$ cat config.mk
export PLATFORM = sky130hd
export DESIGN_NAME = rc_channel_frame_receiver_top_flat
export DESIGN_NICKNAME = d
export VERILOG_FILES = /design/src/hdl/rcfr_pkg.sv /design/src/hdl/rcfr_if.sv /design/src/hdl/rcfr_ram.sv /design/src/hdl/rcfr_ctrl.sv /design/src/hdl/rcfr_dp.sv /design/src/hdl/rc_channel_frame_receiver_top.sv /design/src/flat_wrapper.sv
export SDC_FILE = /design/constraint.sdc
export NUM_CORES = 1
export LEC_CHECK = 0
export BUFFER_PORTS_ARGS = -buffer_cell sky130_fd_sc_hd__buf_2
export CORE_ASPECT_RATIO = 1.5
export CORE_MARGIN = 3
export CORE_UTILIZATION = 50
export CTS_CLUSTER_DIAMETER = 200
export DETAILED_ROUTE_END_ITERATION = 10
export PLACE_DENSITY_LB_ADDON = 0.12
export SKIP_CTS_REPAIR_TIMING = 1
export SLEW_MARGIN = 20
export SYNTH_ARGS = -nofsm -noshare
export SYNTH_HDL_FRONTEND = slang
export SYNTH_SLANG_ARGS = --single-unit
$ cat constraint.sdc
create_clock -name clock -period 23.5 [get_ports clock]
set_input_delay 4.7 -clock clock [delete_from_list [all_inputs] [get_ports clock]]
set_output_delay 4.7 -clock clock [all_outputs]
set_load 0.005 [all_outputs]
$ cat src/hdl/rcfr_pkg.sv
`default_nettype none
// -----------------------------------------------------------------------------
// rcfr_pkg
// Shared types and constants for the RC channel frame receiver.
// -----------------------------------------------------------------------------
package rcfr_pkg;

   localparam int NUM_CHANNELS = 14;
   localparam int CH_W         = 4;
   localparam int FRAME_BYTES  = 32;
   localparam int FILL_W       = $clog2(FRAME_BYTES);

   localparam logic [7:0]  HDR0 = 8'h20;
   localparam logic [7:0]  HDR1 = 8'h40;
   localparam logic [FILL_W-1:0] CSUM_POS = FILL_W'(FRAME_BYTES - 2);
   localparam logic [FILL_W-1:0] LAST_POS = FILL_W'(FRAME_BYTES - 1);

   localparam logic [15:0] TIMEOUT_RST = 16'd1000;
   localparam logic [16:0] QUIET_MAX   = 17'h1FFFF;

   localparam logic [15:0] PULSE_MIN = 16'd1000;
   localparam logic [15:0] PULSE_MAX = 16'd2000;
   localparam logic [10:0] PULSE_MID = 11'd1500;
   localparam logic [23:0] SCALE_DEN = 24'd500;
   localparam logic [23:0] HALF_DEN  = 24'd250;
   localparam logic [15:0] VALUE_MAX = 16'd32767;

   // ceil(2^33 / 500): exact floor division of 24-bit products by 500
   localparam logic [24:0] RECIP       = 25'd17179870;
   localparam int          RECIP_SHIFT = 33;

   typedef enum logic [1:0] {
      KIND_CHANNEL  = 2'd0,
      KIND_CONNECT  = 2'd1,
      KIND_FAILSAFE = 2'd2
   } kind_type;

   typedef enum logic [3:0] {
      ST_IDLE,
      ST_RD_LO,
      ST_RD_HI,
      ST_CAP,
      ST_PROD,
      ST_QUOT,
      ST_ROUND,
      ST_EMIT_CH,
      ST_EMIT_CONN,
      ST_EMIT_FAIL
   } state_type;

   typedef struct packed {
      logic     accept;
      logic     rd_hi;
      logic     cap_lo;
      logic     cap_hi;
      logic     ch_clr;
      logic     ch_inc;
      logic     load_out;
      kind_type out_kind;
      logic     out_last;
   } cmd_type;

   typedef struct packed {
      logic frame_good;
      logic fail_fire;
      logic conn_pending;
      logic out_free;
      logic ch_last;
   } status_type;

endpackage
`default_nettype wire

$ cat src/hdl/rcfr_if.sv
`default_nettype none
// -----------------------------------------------------------------------------
// rcfr_req_if / rcfr_rsp_if
// Valid/ready channels for input items and result transactions.
// -----------------------------------------------------------------------------
interface rcfr_req_if;
   logic       valid;
   logic       ready;
   logic       op;
   logic [7:0] rx_byte;

   modport source (output valid, output op, output rx_byte, input ready);
   modport sink   (input valid, input op, input rx_byte, output ready);
endinterface

interface rcfr_rsp_if;
   logic               valid;
   logic               ready;
   logic [1:0]         kind;
   logic [3:0]         channel;
   logic signed [15:0] value;
   logic               last;

   modport source (output valid, output kind, output channel, output value,
                   output last, input ready);
   modport sink   (input valid, input kind, input channel, input value,
                   input last, output ready);
endinterface
`default_nettype wire

$ cat src/hdl/rcfr_ram.sv
`default_nettype none
// -----------------------------------------------------------------------------
// rcfr_ram
// Generic single-write, single-read RAM with registered read data.
// -----------------------------------------------------------------------------
module rcfr_ram #(
   parameter int WIDTH = 8,
   parameter int DEPTH = 32
) (
   input  logic                     clock,
   input  logic                     wr_en,
   input  logic [$clog2(DEPTH)-1:0] wr_addr,
   input  logic [WIDTH-1:0]         wr_data,
   input  logic [$clog2(DEPTH)-1:0] rd_addr,
   output logic [WIDTH-1:0]         rd_data
);

   logic [WIDTH-1:0] mem_ff [DEPTH];
   logic [WIDTH-1:0] rd_data_ff;

   always_ff @(posedge clock) begin
      if (wr_en) begin
         mem_ff[wr_addr] <= wr_data;
      end
      rd_data_ff <= mem_ff[rd_addr];
   end

   assign rd_data = rd_data_ff;

endmodule
`default_nettype wire

$ cat src/hdl/rcfr_ctrl.sv
`default_nettype none
// -----------------------------------------------------------------------------
// rcfr_ctrl
// Sequencer: accepts items, walks the channel loop and issues result loads.
// -----------------------------------------------------------------------------
module rcfr_ctrl import rcfr_pkg::*; (
   input  logic       clock,
   input  logic       reset,
   input  logic       req_valid,
   output logic       req_ready,
   input  status_type status,
   output cmd_type    cmd
);

   state_type state_ff;
   state_type state_in;

   always_ff @(posedge clock) begin
      if (reset) begin
         state_ff <= ST_IDLE;
      end else begin
         state_ff <= state_in;
      end
   end

   always_comb begin
      state_in     = state_ff;
      req_ready    = 1'b0;
      cmd          = '0;
      cmd.out_kind = KIND_CHANNEL;
      case (state_ff)
         ST_IDLE: begin
            req_ready  = 1'b1;
            cmd.accept = req_valid;
            if (req_valid) begin
               if (status.fail_fire) begin
                  state_in = ST_EMIT_FAIL;
               end else if (status.frame_good) begin
                  cmd.ch_clr = 1'b1;
                  state_in   = ST_RD_LO;
               end
            end
         end
         ST_RD_LO: begin
            state_in = ST_RD_HI;
         end
         ST_RD_HI: begin
            cmd.rd_hi  = 1'b1;
            cmd.cap_lo = 1'b1;
            state_in   = ST_CAP;
         end
         ST_CAP: begin
            cmd.cap_hi = 1'b1;
            state_in   = ST_PROD;
         end
         ST_PROD: begin
            state_in = ST_QUOT;
         end
         ST_QUOT: begin
            state_in = ST_ROUND;
         end
         ST_ROUND: begin
            state_in = ST_EMIT_CH;
         end
         ST_EMIT_CH: begin
            if (status.out_free) begin
               cmd.load_out = 1'b1;
               cmd.out_kind = KIND_CHANNEL;
               cmd.out_last = status.ch_last && !status.conn_pending;
               if (!status.ch_last) begin
                  cmd.ch_inc = 1'b1;
                  state_in   = ST_RD_LO;
               end else if (status.conn_pending) begin
                  state_in = ST_EMIT_CONN;
               end else begin
                  state_in = ST_IDLE;
               end
            end
         end
         ST_EMIT_CONN: begin
            if (status.out_free) begin
               cmd.load_out = 1'b1;
               cmd.out_kind = KIND_CONNECT;
               cmd.out_last = 1'b1;
               state_in     = ST_IDLE;
            end
         end
         ST_EMIT_FAIL: begin
            if (status.out_free) begin
               cmd.load_out = 1'b1;
               cmd.out_kind = KIND_FAILSAFE;
               cmd.out_last = 1'b1;
               state_in     = ST_IDLE;
            end
         end
         default: begin
            state_in = ST_IDLE;
         end
      endcase
   end

endmodule
`default_nettype wire

$ cat src/hdl/rcfr_dp.sv
`default_nettype none
// -----------------------------------------------------------------------------
// rcfr_dp
// Datapath: frame sync and checksum, link timer, pulse scaling, result register.
// -----------------------------------------------------------------------------
module rcfr_dp import rcfr_pkg::*; (
   input  logic               clock,
   input  logic               reset,
   input  cmd_type            cmd,
   output status_type         status,
   input  logic               req_op,
   input  logic [7:0]         req_rx_byte,
   input  logic               csr_wr_en,
   input  logic [15:0]        csr_wr_data,
   input  logic               rsp_ready,
   output logic               rsp_valid,
   output logic [1:0]         rsp_kind,
   output logic [3:0]         rsp_channel,
   output logic signed [15:0] rsp_value,
   output logic               rsp_last
);

   logic [15:0]       timeout_ff;
   logic [FILL_W-1:0] fill_ff, fill_in;
   logic [15:0]       sum_ff, sum_in;
   logic [7:0]        prev_ff;
   logic              link_up_ff;
   logic              conn_pending_ff;
   logic [16:0]       quiet_ff, quiet_in;
   logic [CH_W-1:0]   ch_ff;

   logic              byte_acc;
   logic              tick_acc;
   logic              csum_match;
   logic [FILL_W-1:0] rd_addr;
   logic [7:0]        rd_data;

   logic [7:0]        lo_ff;
   logic [15:0]       pulse;
   logic [10:0]       clamped;
   logic              neg_ff;
   logic [8:0]        mag_ff;
   logic [23:0]       prod_ff;
   logic [48:0]       recip_prod;
   logic [14:0]       quot_ff;
   logic [23:0]       rem;
   logic [15:0]       rounded;
   logic [15:0]       val_ff;

   logic              rsp_valid_ff;
   kind_type          kind_ff;
   logic [CH_W-1:0]   channel_ff;
   logic [15:0]       value_ff;
   logic              last_ff;

   assign byte_acc = cmd.accept && !req_op;
   assign tick_acc = cmd.accept && req_op;

   // frame sync and running checksum
   always_comb begin
      fill_in    = fill_ff;
      sum_in     = sum_ff;
      csum_match = 1'b0;
      if (fill_ff == '0) begin
         if (req_rx_byte == HDR0) begin
            fill_in = FILL_W'(1);
            sum_in  = {8'h00, HDR0};
         end
      end else if (fill_ff == FILL_W'(1)) begin
         if (req_rx_byte == HDR1) begin
            fill_in = FILL_W'(2);
            sum_in  = sum_ff + {8'h00, req_rx_byte};
         end else if (req_rx_byte == HDR0) begin
            fill_in = FILL_W'(1);
            sum_in  = {8'h00, HDR0};
         end else begin
            fill_in = '0;
         end
      end else begin
         if (fill_ff < CSUM_POS) begin
            sum_in = sum_ff + {8'h00, req_rx_byte};
         end
         fill_in = fill_ff + FILL_W'(1);
         if (fill_ff == LAST_POS) begin
            csum_match = (~sum_ff == {req_rx_byte, prev_ff});
         end
      end
   end

   assign quiet_in = (quiet_ff == QUIET_MAX) ? quiet_ff : quiet_ff + 17'd1;

   assign status.frame_good   = !req_op && csum_match;
   assign status.fail_fire    = req_op && link_up_ff && (quiet_in > {1'b0, timeout_ff});
   assign status.conn_pending = conn_pending_ff;
   assign status.out_free     = !rsp_valid_ff || rsp_ready;
   assign status.ch_last      = (ch_ff == CH_W'(NUM_CHANNELS - 1));

   always_ff @(posedge clock) begin
      if (reset) begin
         timeout_ff      <= TIMEOUT_RST;
         fill_ff         <= '0;
         sum_ff          <= '0;
         link_up_ff      <= 1'b0;
         conn_pending_ff <= 1'b0;
         quiet_ff        <= '0;
         ch_ff           <= '0;
      end else begin
         if (csr_wr_en) begin
            timeout_ff <= csr_wr_data;
         end
         if (byte_acc) begin
            fill_ff <= fill_in;
            sum_ff  <= sum_in;
            if (status.frame_good) begin
               quiet_ff        <= '0;
               link_up_ff      <= 1'b1;
               conn_pending_ff <= !link_up_ff;
            end
         end
         if (tick_acc) begin
            quiet_ff <= quiet_in;
            if (status.fail_fire) begin
               link_up_ff <= 1'b0;
            end
         end
         if (cmd.ch_clr) begin
            ch_ff <= '0;
         end else if (cmd.ch_inc) begin
            ch_ff <= ch_ff + CH_W'(1);
         end
      end
   end

   always_ff @(posedge clock) begin
      if (byte_acc) begin
         prev_ff <= req_rx_byte;
      end
   end

   assign rd_addr = {ch_ff, 1'b0} + (cmd.rd_hi ? FILL_W'(3) : FILL_W'(2));

   rcfr_ram #(
      .WIDTH (8),
      .DEPTH (FRAME_BYTES)
   ) u_frame_ram (
      .clock   (clock),
      .wr_en   (byte_acc),
      .wr_addr (fill_ff),
      .wr_data (req_rx_byte),
      .rd_addr (rd_addr),
      .rd_data (rd_data)
   );

   // pulse scaling: clamp, magnitude, *32767, /500, round half to even
   assign pulse   = {rd_data, lo_ff};
   assign clamped = (pulse < PULSE_MIN) ? PULSE_MIN[10:0] :
                    (pulse > PULSE_MAX) ? PULSE_MAX[10:0] : pulse[10:0];

   assign recip_prod = 49'(prod_ff) * 49'(RECIP);
   assign rem        = prod_ff - 24'(quot_ff) * SCALE_DEN;

   always_comb begin
      rounded = {1'b0, quot_ff};
      if (rem > HALF_DEN || (rem == HALF_DEN && quot_ff[0])) begin
         rounded = {1'b0, quot_ff} + 16'd1;
      end
      if (rounded > VALUE_MAX) begin
         rounded = VALUE_MAX;
      end
   end

   always_ff @(posedge clock) begin
      if (cmd.cap_lo) begin
         lo_ff <= rd_data;
      end
      if (cmd.cap_hi) begin
         neg_ff <= clamped < PULSE_MID;
         mag_ff <= (clamped < PULSE_MID) ? 9'(PULSE_MID - clamped) : 9'(clamped - PULSE_MID);
      end
      prod_ff <= {mag_ff, 15'd0} - 24'(mag_ff);
      quot_ff <= recip_prod[RECIP_SHIFT +: 15];
      val_ff  <= neg_ff ? 16'(-rounded) : rounded;
   end

   // result register
   always_ff @(posedge clock) begin
      if (reset) begin
         rsp_valid_ff <= 1'b0;
      end else if (cmd.load_out) begin
         rsp_valid_ff <= 1'b1;
      end else if (rsp_ready) begin
         rsp_valid_ff <= 1'b0;
      end
   end

   always_ff @(posedge clock) begin
      if (cmd.load_out) begin
         kind_ff    <= cmd.out_kind;
         last_ff    <= cmd.out_last;
         channel_ff <= (cmd.out_kind == KIND_CHANNEL) ? ch_ff : '0;
         value_ff   <= (cmd.out_kind == KIND_CHANNEL) ? val_ff : '0;
      end
   end

   assign rsp_valid   = rsp_valid_ff;
   assign rsp_kind    = kind_ff;
   assign rsp_channel = channel_ff;
   assign rsp_value   = value_ff;
   assign rsp_last    = last_ff;

   a_load_when_free: assert property (@(posedge clock) disable iff (reset)
      cmd.load_out |-> (!rsp_valid_ff || rsp_ready))
      else $error("result loaded over an untaken transaction");

   a_good_frame_link: assert property (@(posedge clock) disable iff (reset)
      (byte_acc && status.frame_good) |=> (link_up_ff && quiet_ff == '0))
      else $error("good frame did not restore link");

   a_failsafe_drops: assert property (@(posedge clock) disable iff (reset)
      (tick_acc && status.fail_fire) |=> !link_up_ff)
      else $error("failsafe left link up");

   a_value_range: assert property (@(posedge clock) disable iff (reset)
      (rsp_valid_ff && kind_ff == KIND_CHANNEL) |-> (value_ff != 16'h8000))
      else $error("channel value out of range");

   a_event_zero: assert property (@(posedge clock) disable iff (reset)
      (rsp_valid_ff && kind_ff != KIND_CHANNEL) |-> (value_ff == '0 && channel_ff == '0 && last_ff))
      else $error("link event carries channel data");

endmodule
`default_nettype wire

$ cat src/hdl/rc_channel_frame_receiver_top.sv
`default_nettype none
// -----------------------------------------------------------------------------
// rc_channel_frame_receiver_top
// Serial RC frame receiver: header sync, checksum, channel scaling, link watch.
// -----------------------------------------------------------------------------
// A tick or a byte that does not end a frame is handled in ST_IDLE alone; a tick
// that raises failsafe also passes through ST_EMIT_FAIL. A byte that completes a
// good 32-byte frame starts the channel loop, followed by a connect transaction
// if the link was down: each channel needs two reads of the single-read-port
// frame RAM and three registered steps of scaling (multiply by 32767, reciprocal
// divide by 500, round and sign), and waits in ST_EMIT_CH while results stall.
// The result register lets the next item in while the final transaction is
// still waiting. No clearing pass after reset.
// -----------------------------------------------------------------------------
module rc_channel_frame_receiver_top import rcfr_pkg::*; (
   input  logic        clock,
   input  logic        reset,
   input  logic        csr_wr_en,
   input  logic [15:0] csr_wr_data,
   rcfr_req_if.sink    req_ch,
   rcfr_rsp_if.source  rsp_ch
);

   cmd_type    cmd;
   status_type status;

   rcfr_ctrl u_ctrl (
      .clock     (clock),
      .reset     (reset),
      .req_valid (req_ch.valid),
      .req_ready (req_ch.ready),
      .status    (status),
      .cmd       (cmd)
   );

   rcfr_dp u_dp (
      .clock       (clock),
      .reset       (reset),
      .cmd         (cmd),
      .status      (status),
      .req_op      (req_ch.op),
      .req_rx_byte (req_ch.rx_byte),
      .csr_wr_en   (csr_wr_en),
      .csr_wr_data (csr_wr_data),
      .rsp_ready   (rsp_ch.ready),
      .rsp_valid   (rsp_ch.valid),
      .rsp_kind    (rsp_ch.kind),
      .rsp_channel (rsp_ch.channel),
      .rsp_value   (rsp_ch.value),
      .rsp_last    (rsp_ch.last)
   );

endmodule
`default_nettype wire

$ cat src/flat_wrapper.sv
// flat-port wrapper written by rule: the top's interface ports become plain ports
module rc_channel_frame_receiver_top_flat import rcfr_pkg::*;
  (clock, reset, csr_wr_en, csr_wr_data, req_ch_valid, req_ch_op, req_ch_rx_byte, req_ch_ready, rsp_ch_valid, rsp_ch_kind, rsp_ch_channel, rsp_ch_value, rsp_ch_last, rsp_ch_ready);
  rcfr_req_if req_ch_i ();
  rcfr_rsp_if rsp_ch_i ();
  input  logic clock;
  input  logic reset;
  input  logic csr_wr_en;
  input  logic [15:0] csr_wr_data;
  input wire logic [$bits(req_ch_i.valid)-1:0] req_ch_valid;
  input wire logic [$bits(req_ch_i.op)-1:0] req_ch_op;
  input wire logic [$bits(req_ch_i.rx_byte)-1:0] req_ch_rx_byte;
  output wire logic [$bits(req_ch_i.ready)-1:0] req_ch_ready;
  output wire logic [$bits(rsp_ch_i.valid)-1:0] rsp_ch_valid;
  output wire logic [$bits(rsp_ch_i.kind)-1:0] rsp_ch_kind;
  output wire logic [$bits(rsp_ch_i.channel)-1:0] rsp_ch_channel;
  output wire logic [$bits(rsp_ch_i.value)-1:0] rsp_ch_value;
  output wire logic [$bits(rsp_ch_i.last)-1:0] rsp_ch_last;
  input wire logic [$bits(rsp_ch_i.ready)-1:0] rsp_ch_ready;
  assign req_ch_i.valid = req_ch_valid;
  assign req_ch_i.op = req_ch_op;
  assign req_ch_i.rx_byte = req_ch_rx_byte;
  assign req_ch_ready = req_ch_i.ready;
  assign rsp_ch_valid = rsp_ch_i.valid;
  assign rsp_ch_kind = rsp_ch_i.kind;
  assign rsp_ch_channel = rsp_ch_i.channel;
  assign rsp_ch_value = rsp_ch_i.value;
  assign rsp_ch_last = rsp_ch_i.last;
  assign rsp_ch_i.ready = rsp_ch_ready;
  rc_channel_frame_receiver_top u_core (.clock(clock), .reset(reset), .csr_wr_en(csr_wr_en), .csr_wr_data(csr_wr_data), .req_ch(req_ch_i), .rsp_ch(rsp_ch_i));
endmodule
* After elaboration in Yosys (flattened, before gate mapping) *
Memory sizes are Yosys's and may differ from the RTL's. A register that Yosys moved wholly into a read port is not among the register bits.
Index checks and enable logic that the tools add are counted.

operators by class
  $add $sub $neg = 11
  multiply operators = 2
  $lt $le $gt $ge = 7
  eq/ne operators = 22
  muxes and demuxes = 54
  bitwise operators = 1
  reduce and logical (&&, ||, !) cells = 27

operators by type and width
  operator                                               count
  2-to-1 mux 16 bit                                      8
  2-to-1 mux 17 bit                                      4
  multiplier 24 x 24 -> 47 bit (second input constant)   1
  2-to-1 mux 4 bit                                       9
  case mux 4 bit (9 select lines)                        1
  equality test 24 x 8 -> 1 bit (second input constant)  1
  > comparator 24 x 8 -> 1 bit (second input constant)   1
  subtractor 24 bit                                      1
  subtractor 24 x 9 -> 24 bit                            1
  multiplier 15 x 7 -> 22 bit (second input constant)    1
  2-to-1 mux 1 bit                                       22
  2-to-1 mux 11 bit                                      2
  2-to-1 mux 5 bit                                       4
  adder 17 x 1 -> 17 bit (second input constant)         1
  equality test 17 bit (second input constant)           1
  > comparator 17 x 16 -> 1 bit                          1
  adder 15 x 1 -> 16 bit (second input constant)         1
  adder 16 x 8 -> 16 bit                                 1
  equality test 16 bit                                   1
  equality test 4 x 3 -> 1 bit (second input constant)   4
  > comparator 16 x 11 -> 1 bit (second input constant)  1
  > comparator 16 x 15 -> 1 bit (second input constant)  1
  < comparator 16 x 10 -> 1 bit (second input constant)  1
  negator 16 bit                                         1
  other kinds (32)                                       54

storage, ports and cells
  bits in registers = 169
  RAM bits = 256
  bits of input ports = 30
  output and inout port bits = 25
  logic and storage cells = 145
  memories kept = 1

memories
  memory                          depth  width  read ports  clocked after Yosys merged registers in  write ports  RTL line        text
  u_core.u_dp.u_frame_ram.mem_ff  32     8      1           1                                        1            rcfr_ram.sv:18  logic [WIDTH-1:0] mem_ff [DEPTH];

* Logic depth before layout (Yosys ltp) *
Gate-level depths: netlist of run 1.

  depth in word-level cells = 11
  depth in mapped cells = 36
  gate-level depth less buffers = 34

* Modules after synthesis *
From an unflattened synthesis of run 1, not the netlist that was laid out.

second synthesis, totals
  cell total of the unflattened synthesis = 2579
  area, all modules = 30583.1 um^2

modules (own cells, without submodules)
  module     instances  cells an instance  area an instance (um^2)  sequential area each (um^2)
  rcfr_dp    1          2116               20176.9                  3793.6
  rcfr_ram   1          417                10053.4                  7847.5
  rcfr_ctrl  1          46                 352.8                    80.1

* Worst setup path before layout of run 1 *
Ideal clock, no wire load.

  path type = reg2reg
  start point = register u_core.u_dp.quot_ff[0]
  end point = register u_core.u_dp.val_ff[10]
  library setup time = 136 ps
  arrival = 8307 ps
  required time = 23364 ps
  path slack = 15057 ps
  cell stages (with the launch flop) = 37
  buffers on the path = 2
  clock period less this slack = 8443 ps
  cells stage by stage = dfxtp_1 > fa_1 > fa_1 > inv_1 > fa_1 > fa_1 > inv_1 > ha_1 > inv_1 > o21ai_0 > a21oi_1 > o21bai_1 > a21oi_1 > o211ai_1 > a31oi_1 > o21ai_0 > a2111oi_0 > nor3_1 > xnor2_1 > ha_1 > or3b_2 > o221ai_1 > nor3_1 > o211ai_1 > nand4b_1 > a2111o_1 > or3_1 > buf_4 > nor2_1 > buf_2 > a21oi_1 > or2_2 > inv_1 > ha_1 > o2111ai_1 > o41ai_1 > xor2_1

on the way
  word-level cells in the longest chain between the ends = 10
  elaborated cells on any way between the ends = 12
  classes of those cells = 3 x add/sub; 1 x mul; 2 x order compare; 1 x eq/ne; 3 x mux; 2 x reduce/logical

ends and longest elaborated chain
  item                                                       RTL line        text
  start, declared                                            rcfr_dp.sv:45   logic [14:0] quot_ff;
  start signal, assigned                                     rcfr_dp.sv:181  quot_ff <= recip_prod[RECIP_SHIFT +: 15];
  branches (longest 5 deep; another with subtractor 24 bit)  n/a
  2-to-1 mux 16 bit *                                        rcfr_dp.sv:164  if (rem > HALF_DEN || (rem == HALF_DEN && quot_ff[0])) begin
  > comparator 16 x 15 -> 1 bit                              rcfr_dp.sv:167  if (rounded > VALUE_MAX) begin
  2-to-1 mux 16 bit *                                        rcfr_dp.sv:167
  named net u_core.u_dp.rounded[0]                           rcfr_dp.sv:47   logic [15:0] rounded;
  negator 16 bit *                                           rcfr_dp.sv:182  val_ff <= neg_ff ? 16'(-rounded) : rounded;
  2-to-1 mux 16 bit *                                        rcfr_dp.sv:182
  end signal, assigned                                       rcfr_dp.sv:182
  end, declared                                              rcfr_dp.sv:48   logic [15:0] val_ff;

Mark *: on every way through the listed nets, which the timed path passes.
A chain may end at the register's enable or synchronous reset.

* Worst setup path in the final report of run 1 *
Same ends and word-level chain as after synthesis.

==> run summary, run 1 <==
The flow ran to the end, and the final reports show no timing, DRC or antenna violations. The total standard cell area after synthesis is 30,700 sq um. From left edge to right edge, the die measures 208 um. In the synthesized netlist, the number of instances is 2,617. Row generation in the floorplan step produced 110 rows.

The synthesized area per cell works out to 11.7 sq um. STA classifies the critical path endpoint as a flip-flop. Number of hold-slack violations in the final timing report: 0.

The run gives 0.55 ns as the clock network latency to the later pin of the worst-skew pair. In this design, the stage delay of the slowest critical-path cell is 0.75 ns. For the data required time at the worst endpoint, the log shows 23.97 ns. Across all hold checks on the routed design, the worst slack comes to 0.432 ns. The logs give 3,297 for the final net count and 2 for the number of H-tree branching levels. The logs give 55 for the number of I/O pins and 71,200 um for the routed wire length.

The worst hold path belongs to the class reg -> reg. The average detailed-routed wire length per instance was 20.4 um; the slew of the pin with the lowest slew margin was 1.12 ns. The shortest period the worst path allows was 9.97 ns; the number of enable-type register cells in the synthesized netlist was 305. After the first detailed-routing iteration, the DRC count stood at 964. Of the available clock period, the critical path in the final layout requires 42.4%. The critical path is of the reg -> reg type.

The via-per-instance ratio is 5.58. In this run the tightest slew margin relative to its limit is 25.1%. The power density over cell area is 45.3 nW/um^2, and the overall fraction of global-route tracks in use is 22.5%. Detailed routing inserted a total of 19,500 vias. For the half-perimeter wire length of the detailed placement result, the log shows 54,100 um. Entering global routing, the biggest net connects 68 pins. Final count of pins violating max slew: 0.

Global routing finished with a remaining overflow of 0. In this run, distinct cell masters in the synthesized netlist total 79. The run gives 3,237 as the number of nets produced by synthesis. The clock passes through at most 3 buffers.

The number of max-cap violations was 0; the share of cells above drive strength 1 was 9.61%. Clock tree synthesis inserted a total of 38 buffers. For this run, asynchronously set or reset flops after synthesis account for 0%. For the final routed DRC violation total, the log shows 0. The number of port buffers was 54. The clock tree root driver cell was clkbuf_16. The first global-routing pass estimated 114,000 um of wire. In the layout the commonest cells are 414 x inv_1, 363 x ha_1, 305 x edfxtp_1. For the detailed-routing iteration count for the pre-antenna-repair pass, the log shows 5. Counting flops and latches in the post-synthesis netlist gives 433.

The type of element launching the critical path was a flip-flop. Once detail routing completed, the nets flagged for antenna violations numbered 0. The worst-case IR drop observed on VDD is 0.0000734 V.

The static power due to leakage is 14.0 nW, and the clock-pin slew of the registers on the worst-case setup and hold paths is 0.07 ns. Along the worst path, the maximum fanout reaches 13. Sequential elements use 38.2% of the synthesized area.

The most used flip-flop cell after synthesis is edfxtp_1. Across all register-to-register paths, the minimum setup slack is 13.53 ns. The final worst clock skew is 0.0175 ns. The die covers 64,400 sq um. For this design, the sink count on the clock tree is 433.

The total core area is 60,400 sq um. The starting utilization of the core area is 50.8%. Setup repair after global routing left no endpoint under its margin. The run gives 1 as the initial antenna violation count. Setup total negative slack on the finished layout was measured at 0 ns.

At the end of routability-driven placement, the weighted congestion stood at 0.886. Setup violations remaining at the end of the flow were counted as 0. For the worst setup path, the data arrival time is 10.44 ns.

Relative to the synthesized area, the layout overhead comes to 8.32%. TritonCTS built the clock tree. Number of warning messages in the yosys log: 0. Among all stages on the critical path, the largest delay is contributed by nor2_1. The die span in y came out at 309 um.

Leaving out fill and tap cells, the most frequent cell in the layout is inv_1. For this run, the top clock speed supported by timing is 100 MHz. Via count of the first global-routing pass: 20,800.
[final timing paths]
check                                                   from  cells past startpoint                              to
setup / recovery              u_core.u_dp.quot_ff[0]$_DFF_P_                     34  u_core.u_dp.val_ff[10]$_DFF_P_
setup reg to reg              u_core.u_dp.quot_ff[0]$_DFF_P_                     34  u_core.u_dp.val_ff[10]$_DFF_P_
hold / removal    u_core.u_dp.u_frame_ram.rd_data[7]$_DFF_P_                      0  u_core.u_dp.lo_ff[7]$_DFFE_PP_
hold reg to reg   u_core.u_dp.u_frame_ram.rd_data[7]$_DFF_P_                      0  u_core.u_dp.lo_ff[7]$_DFFE_PP_
[final cells by class]
class                           count  area, sq um
Antenna cell                        1         2.50
Clock buffer                       43         1000
Clock inverter                     26          322
Fill cell                        5157        27200
Inverter                          414         1550
Multi-Input combinational cell   1712        17200
Sequential cell                   433        11700
Tap cell                          784          981
Timing Repair Buffer               78          453
[cell families (layout without fill, tap and decap cells)]
logic type	Yosys count	after routing	share of synthesized area, %
adders and majority gates	590	590	29.6
and+or+nand+nor	516	516	8.08
buffers and inverters	472	561	5.80
DFF	433	433	38.2
AOI/OAI and AO/OA	388	388	8.31
xor gates and xnor gates	110	110	3.14
muxes	108	108	6.83
other	0	1	0
[layer usage]
layer / global-route usage [%] / vias up / wire length (um)
li1: - / 9298 / -
met1: 25.2 / 9746 / 26500
met2: 44.6 / 299 / 40300
met3: 1.91 / 128 / 1910
met4: 7.69 / 0 / 2460
met5: 0 / - / 0
[sequential cells by signal (all words and copies together), names as in the netlist, 9 cells and up]
name,flops
u_core.u_dp.quot_ff,15
u_core.u_dp.val_ff,16
u_core.u_dp.rsp_value,16
u_core.u_dp.mag_ff,9
u_core.u_dp.u_frame_ram.mem_ff,256
u_core.u_dp.sum_ff,16
u_core.u_dp.timeout_ff,16
u_core.u_dp.quiet_ff,17
u_core.u_dp.prod_ff,24
[cells in the mapped netlist (6+ instances only)]
library cell    n  area [sq um]
edfxtp_1      305          9160
mux2i_1        18           180
dfxtp_1       128          2560
a21o_1         40           300
mux4_2         80          1800
and3_1         21           131
nor3_1         35           175
nand2_1       106           398
a211oi_1       18           135
o21ai_0        78           390
or2_2           6          37.5
a22oi_1        11          82.6
nor2b_1        11          68.8
o21a_1         15           113
nand3_1        49           245
inv_1         414          1550
a31oi_1        13          81.3
nand4_1        16           100
clkbuf_1       46           173
a21oi_1       106           531
mux2_2         10           113
ha_1          363          4540
o31ai_1         8          60.1
and2_1         33           206
xor2_1         55           482
buf_1           9          33.8
nand2b_1       15          93.8
nor2_1        170           638
xnor2_1        55           482
o21bai_1        9          67.6
or3_1          16           100
fa_1          227          4540
o211ai_1       19           143
nor4_1         13          81.3
[power breakdown]
part | internal, mW | switching, mW
logic | 0.00736 | 0.0193
clock network | 0.377 | 0.282
registers | 0.817 | 0.00142
total | 1.20 | 0.303
[stage by stage]
step / power (mW) / instance area [sq um] / worst slack [ns] / instances / util [%]
after global routing: 1.55 / 33200 / 12.62 / 3490 / 55.0
after floorplan: 0.847 / 30700 / 15.06 / 2617 / -
after detailed placement: 0.862 / 31900 / 13.68 / 3421 / 52.8
after global placement: 0.861 / 31900 / 13.77 / 3421 / 52.8
after CTS: 1.52 / 33200 / 13.59 / 3490 / 55.0
final: 1.50 / 33200 / 13.53 / 3491 / 55.0
[worst max-delay path, delay by kind of cell, from the launching register on]
kind / cells / cell delay (ns)
fa+ha+maj: 7 / 2.85
compound gates: 14 / 3.47
simple gates: 7 / 2.40
xor+xnor: 2 / 0.32
flops: 1 / 0.60
buf+inv: 4 / 0.25
Note: power is estimated with default switching activity, not from simulation.
==> run 2: changes to the inputs <==
==> constraint.sdc (replaced) <==
create_clock -name clock -period 10.15 [get_ports clock]
set_input_delay 2.03 -clock clock [delete_from_list [all_inputs] [get_ports clock]]
set_output_delay 2.03 -clock clock [all_outputs]
set_load 0.005 [all_outputs]
==> run summary, run 2 (synthesis gave the netlist of run 1 again) <==
The tools report the number of buffers on the longest clock path as 3 (unchanged). The number of setup violations in the final report is 0 (unchanged), and the count of nets left with antenna violations after detail routing is 0 (unchanged). The proportion of power drawn by flip-flops and latches is 54.5% (was 54.4%). The via count is 19,700 (was 19,500). First-pass GRT wire length: 114,000 um (about the same). The depth of the worst hold-timing path was 0 (unchanged); the post-route worst hold slack was 0.437 ns (was 0.432 ns). The register with the highest flop count is u_core.u_dp.u_frame_ram.mem_ff (unchanged). Routed wire length: 72,000 um (was 71,200 um). The launching instance or port of the critical path was u_core.u_dp.quot_ff[0]$_DFF_P_ (unchanged). The clock-pin slew of the registers on the worst-case setup and hold paths is 0.07 ns (about the same), and the number of max-cap violations is 0 (unchanged). The fmax is 107 MHz (was 100 MHz), and the final worst clock skew is 0.0262 ns (was 0.0175 ns).

The static power due to leakage was 14.0 nW (about the same). The detailed-routing iteration count for the pre-antenna-repair pass is 6 (was 5), and the total internal power is 2.78 mW (was 1.20 mW). The run gives 54,500 um (was 54,100 um) as the half-perimeter wire length of the detailed placement result. Largest regs: u_core.u_dp.u_frame_ram.mem_ff (256), u_core.u_dp.prod_ff (24), u_core.u_dp.quiet_ff (17) (unchanged). Via-per-instance ratio: 5.63 (was 5.58).

The slew of the pin with the lowest slew margin works out to 1.13 ns (was 1.12 ns). The tools report the number of I/O pins as 55 (unchanged). For the data required time at the worst endpoint, the log shows 10.61 ns (was 23.97 ns).

The initial antenna violation count came out at 1 (unchanged). The die span in y was 309 um (unchanged). The final count of pins violating max slew is 0 (unchanged). The final cycle utilization of the critical path came out at 92.1% (was 42.4%).

The initial DRC count is 1,016 (was 964). The number of port buffers was 54 (unchanged). Type of the most critical hold path: reg -> reg (unchanged). The number of placed cells counting well taps is 3,423 (was 3,421). Total of fill cells in the finished design: 5,235 (was 5,157). The proportion of power drawn by combinational gates was 1.8% (about the same).

The switching share of power came out at 20.0% (was 20.1%). Peak supply drop: 0.000181 V (was 0.0000734 V). The number of cells on the worst reg-to-reg path was 35 (was 34). The tools report the worst slew margin relative to its limit as 24.7% (was 25.1%). The tools report the total core area as 60,400 sq um (unchanged). The register-to-register setup slack is 0.80 ns (was 13.53 ns). Setup repair after global routing left no endpoint under its margin.

Via count of the first global-routing pass: 20,900 (was 20,800). The worst path arrival time is 9.81 ns (was 10.44 ns). The number of H-tree branching levels is 2 (unchanged), and the synthesis-to-layout area growth is 8.32% (unchanged).

The average detailed-routed wire length per instance came out at 20.6 um (was 20.4 um). The tools report the total clock sinks as 433 (unchanged). The kind of critical path is reg -> reg (unchanged). The tools report the capture point of the worst path as u_core.u_dp.val_ff[10]$_DFF_P_ (unchanged).

The shortest period the worst path allows is 9.35 ns (was 9.97 ns). The flip-flop count of the largest register, all copies and words added is 256 (unchanged). Top library cells by usage in the layout, fill and taps aside: 414 x inv_1, 363 x ha_1, 305 x edfxtp_1 (unchanged).

The net switching component of the power was 0.694 mW (was 0.303 mW). The kind of cell adding the most delay to the critical path was compound AO/OA/AOI/OAI gates (unchanged). The final routed DRC violation total was 0 (unchanged); the logic depth of the worst path, buffers included was 35 (was 34). The run gives 0 (unchanged) as the number of hold-slack violations in the final timing report.

For the clock network latency to the later pin of the worst-skew pair, the log shows 0.55 ns (about the same). Final net count: 3,299 (was 3,297). The number of core rows was 110 (unchanged). The pin count of the biggest net entering global routing was 67 (was 68); the number of buffer and inverter stages on the critical path was 5 (was 4). The final weighted congestion in routability-driven placement is 0.891 (was 0.886), and the critical path's largest stage delay is 0.54 ns (was 0.75 ns). The power density over cell area was 105 nW/um^2 (was 45.3 nW/um^2); the overflow left after global routing was 0 (unchanged). The clock tree root driver cell was clkbuf_16 (unchanged).

The flow ran to the end, and the final reports show no timing, DRC or antenna violations. The die outline width came out at 208 um (unchanged). The logs give 3,494 (was 3,491) for the number of standard cells in the layout, taps in and fillers out and 0 ns (unchanged) for the setup TNS. The most common cell after layout, fill and taps aside is inv_1 (unchanged). The critical-path maximum fanout is 13 (unchanged). The total die area was 64,400 sq um (unchanged).

The overall fraction of global-route tracks in use was 22.7% (was 22.5%). The number of buffers inserted during clock tree synthesis is 38 (unchanged). The tools report the type of element launching the critical path as a flip-flop (unchanged). Critical-path cell with the highest stage delay: or3_1 (was nor2_1). TritonCTS built the clock tree. The share of cells above drive strength 1 came out at 9.60% (was 9.61%).

The tools report the category of the worst setup path capture point as a flip-flop (unchanged). Reg-to-reg endpoint: u_core.u_dp.val_ff[10]$_DFF_P_ (unchanged). The starting utilization of the core area came out at 50.8% (unchanged). The origin of the critical flop-to-flop path is u_core.u_dp.quot_ff[0]$_DFF_P_ (unchanged). The run gives 43.7% (was 43.8%) as the clock power share.
## run 2: layout make-up
type                            count  area (sq um)  area share (%)
Antenna cell                        1          2.50         0.00753
Clock inverter                     24           293           0.881
Sequential cell                   433         11700            35.3
Timing Repair Buffer               80           468            1.41
Clock buffer                       46          1010            3.04
Multi-Input combinational cell   1712         17200            51.7
Tap cell                          784           981            2.95
Inverter                          414          1550            4.68
## run 2: worst min-delay path by stage
| stage | startpoint | end | slack [ns] |
|---|---|---|---|
| finish | u_core.u_dp.u_frame_ram.rd_data[6]$_DFF_P_ | u_core.u_dp.lo_ff[6]$_DFFE_PP_ | 0.44 |
| global placement | u_core.u_dp.u_frame_ram.rd_data[4]$_DFF_P_ | u_core.u_dp.lo_ff[4]$_DFFE_PP_ | 0.41 |
| global route | u_core.u_dp.u_frame_ram.rd_data[6]$_DFF_P_ | u_core.u_dp.lo_ff[6]$_DFFE_PP_ | 0.46 |
| floorplan | u_core.u_dp.mag_ff[0]$_DFFE_PP_ | u_core.u_dp.prod_ff[0]$_DFF_P_ | 0.41 |
| detailed placement | u_core.u_dp.u_frame_ram.rd_data[4]$_DFF_P_ | u_core.u_dp.lo_ff[4]$_DFFE_PP_ | 0.42 |
| CTS | u_core.u_dp.u_frame_ram.rd_data[6]$_DFF_P_ | u_core.u_dp.lo_ff[6]$_DFFE_PP_ | 0.44 |
## run 2: power by group through the flow
stage	Sequential, mW	Combinational, mW	Clock (mW)
floorplan	1.93	0.0278	0
global route	1.89	0.0696	1.61
CTS	1.89	0.0628	1.55
detailed placement	1.93	0.0624	0
finish	1.89	0.0614	1.52
global placement	1.93	0.0598	0
## run 2: per-layer routing
| layer | vias up | global-route usage (%) | share of wire (%) |
|---|---|---|---|
| li1 | 9300 | - | - |
| met4 | 0 | 8.98 | 4.4 |
| met3 | 128 | 1.83 | 2.5 |
| met2 | 349 | 44.8 | 56 |
| met5 | - | 0 | 0 |
| met1 | 9879 | 25.0 | 37 |
## run 2: through the flow
step           setup WS, ns  utilization (%)  cell area, sq um  total power, mW
6_report              0.804             55.0             33200             3.47
5_1_grt              0.0557             55.0             33200             3.58
4_1_cts               0.598             55.0             33200             3.51
3_5_place_dp          0.667             52.8             31900             2.00
3_3_place_gp          0.839             52.8             31900             1.99
2_1_floorplan          1.71                -             30700             1.96
==> run 3: changes to the inputs <==
--- a/config.mk
+++ b/config.mk
@@ -12,6 +12,7 @@
 export CTS_CLUSTER_DIAMETER = 200
 export DETAILED_ROUTE_END_ITERATION = 10
 export PLACE_DENSITY_LB_ADDON = 0.12
+export REMOVE_ABC_BUFFERS = 1
 export SKIP_CTS_REPAIR_TIMING = 1
 export SLEW_MARGIN = 20
 export SYNTH_ARGS = -nofsm -noshare
==> run summary, run 3 (synthesis gave the netlist of run 1 again) <==
The logs give 70 (was 67) for the pin count of the biggest net entering global routing and 3 (unchanged) for the number of buffers on the longest clock path. The number of core rows was 110 (unchanged); the fmax was 107 MHz (about the same). The detailed-routing iteration count for the pre-antenna-repair pass was 7 (was 6). The worst path arrival time is 9.79 ns (was 9.81 ns), and the slew of the pin with the lowest slew margin is 1.06 ns (was 1.13 ns). The critical path's largest stage delay works out to 0.65 ns (was 0.54 ns). The final cycle utilization of the critical path works out to 92.4% (was 92.1%). Initial DRC count: 1,024 (was 1,016). The overall fraction of global-route tracks in use was 22.5% (was 22.7%). The overflow left after global routing is 0 (unchanged), and the number of port buffers is 54 (unchanged). The logs give 42 (was 38) for the number of buffers inserted during clock tree synthesis and 3,421 (was 3,423) for the number of placed cells counting well taps.

The flip-flop count of the largest register, all copies and words added was 256 (unchanged). The data required time at the worst endpoint came out at 10.56 ns (was 10.61 ns). Kind of cell adding the most delay to the critical path: compound AO/OA/AOI/OAI gates (unchanged).

The half-perimeter wire length of the detailed placement result is 54,400 um (was 54,500 um). The critical-path maximum fanout came out at 13 (unchanged). The tools report the number of H-tree branching levels as 2 (unchanged). TritonCTS built the clock tree. The via-per-instance ratio is 5.63 (about the same), and the total die area is 64,400 sq um (unchanged). The total clock sinks is 433 (unchanged), and the average detailed-routed wire length per instance is 20.4 um (was 20.6 um). The tools report the starting utilization of the core area as 50.8% (unchanged). Synthesis-to-layout area growth: 8.27% (was 8.32%).

The flow ran to the end, and the final reports show no timing, DRC or antenna violations. The final count of pins violating max slew is 0 (unchanged), and the number of max-cap violations is 0 (unchanged). The static power due to leakage came out at 14.0 nW (about the same). The clock network latency to the later pin of the worst-skew pair was 0.57 ns (was 0.55 ns). The tools report the initial antenna violation count as 1 (unchanged). For the number of setup violations in the final report, the log shows 0 (unchanged). The number of buffer and inverter stages on the critical path works out to 5 (unchanged). The post-route worst hold slack is 0.428 ns (was 0.437 ns), and the shortest period the worst path allows is 9.38 ns (was 9.35 ns). The routed wire length is 71,200 um (was 72,000 um), and the final weighted congestion in routability-driven placement is 0.853 (was 0.891). The number of hold-slack violations in the final timing report was 0 (unchanged). The final net count is 3,301 (was 3,299).

The kind of critical path was reg -> reg (unchanged). The tools report the category of the worst setup path capture point as a flip-flop (unchanged). The clock-pin slew of the registers on the worst-case setup and hold paths was 0.07 ns (about the same).

The register with the highest flop count was u_core.u_dp.u_frame_ram.mem_ff (unchanged). The die outline width is 208 um (unchanged). The run gives 29.3% (was 24.7%) as the worst slew margin relative to its limit. The run gives 55 (unchanged) as the number of I/O pins.

For the number of standard cells in the layout, taps in and fillers out, the log shows 3,497 (was 3,494). Largest regs: u_core.u_dp.u_frame_ram.mem_ff (256), u_core.u_dp.prod_ff (24), u_core.u_dp.quiet_ff (17) (unchanged). The most common cell after layout, fill and taps aside was inv_1 (unchanged). Top library cells by usage in the layout, fill and taps aside: 414 x inv_1, 363 x ha_1, 305 x edfxtp_1 (unchanged).

The clock tree root driver cell is clkbuf_16 (unchanged). For the share of the core filled with cells, the log shows 55.0% (about the same). The type of the most critical hold path is reg -> reg (unchanged). Share of cells above drive strength 1: 9.52% (was 9.60%). The tools report the type of element launching the critical path as a flip-flop (unchanged). The first-pass GRT wire length was 114,000 um (about the same). The die span in y was 309 um (unchanged). Final routed DRC violation total: 0 (unchanged). The critical-path cell with the highest stage delay is dfxtp_1 (was or3_1). The run gives 60,400 sq um (unchanged) as the total core area. Setup repair after global routing left no endpoint under its margin. Count of nets left with antenna violations after detail routing: 0 (unchanged). The run gives 0.000169 V (was 0.000181 V) as the peak supply drop. Power density over cell area: 104 nW/um^2 (was 105 nW/um^2). The tools report the via count of the first global-routing pass as 21,300 (was 20,900). The tools report the final worst clock skew as 0.0311 ns (was 0.0262 ns).

The via count came out at 19,700 (about the same). Overall power consumption: 3.45 mW (was 3.47 mW).
-- run 3: cell count changes in the layout (fill, tap and decap cells not counted), moves of 2 or more --
cell	before	now
buf_4	27	25
bufinv_16	6	2
clkbuf_16	38	42
clkbuf_8	3	1
clkinv_1	5	7
clkinv_2	7	9
clkinv_4	1	3
dfxtp_1	125	127
dfxtp_2	3	1
inv_6	3	1
-- run 3: stage by stage --
step / setup TNS, ns / area [sq um] / setup WS, ns
floorplan: -60.86 / 30400 / -4.46
global placement: 0 / 31900 / 0.930
detailed placement: 0 / 31900 / 0.845
CTS: 0 / 33200 / 0.818
global route: 0 / 33200 / 0.0648
finish: 0 / 33200 / 0.771
-- run 3: layout make-up --
class / instances / area, sq um
Fill cell: 5141 / 27200
Multi-Input combinational cell: 1712 / 17200
Sequential cell: 433 / 11700
Inverter: 414 / 1550
Clock buffer: 50 / 1100
Tap cell: 784 / 981
Timing Repair Buffer: 78 / 453
Clock inverter: 24 / 204
Antenna cell: 2 / 5.00
-- run 3: report_power, final --
group	switching, mW	leakage [nW]	internal (mW)
logic	0.0449	9.56	0.0163
registers	0.00346	3.81	1.89
clock network	0.662	0.642	0.827
-- run 3: worst paths after layout --
| check | from | end | slack (ns) | cells after the start |
|---|---|---|---|---|
| worst min-delay path | u_core.u_dp.u_frame_ram.rd_data[1]$_DFF_P_ | u_core.u_dp.lo_ff[1]$_DFFE_PP_ | 0.43 | 0 |
| worst max register to register | u_core.u_dp.quot_ff[0]$_DFF_P_ | u_core.u_dp.val_ff[10]$_DFF_P_ | 0.77 | 35 |
| worst min register to register | u_core.u_dp.u_frame_ram.rd_data[1]$_DFF_P_ | u_core.u_dp.lo_ff[1]$_DFFE_PP_ | 0.43 | 0 |
| worst max-delay path | u_core.u_dp.quot_ff[0]$_DFF_P_ | u_core.u_dp.val_ff[10]$_DFF_P_ | 0.77 | 35 |
-- run 3: worst reg2reg max path, delay by kind of cell (launching register included) --
kind / cells / cell delay [ns]
AO/OA/AOI/OAI: 14 / 3.26
adder cells (fa/ha/maj): 7 / 2.88
AND/OR/NAND/NOR: 7 / 1.71
flip-flops: 1 / 0.65
buffers and inverters: 5 / 0.48
XOR/XNOR: 2 / 0.25
-- run 3: routing by layer --
metal	global-route usage (%)	part of all wire, %
met1	24.4	37
met2	44.8	56
met3	2.01	2.4
met4	8.79	4.0
met5	0	0
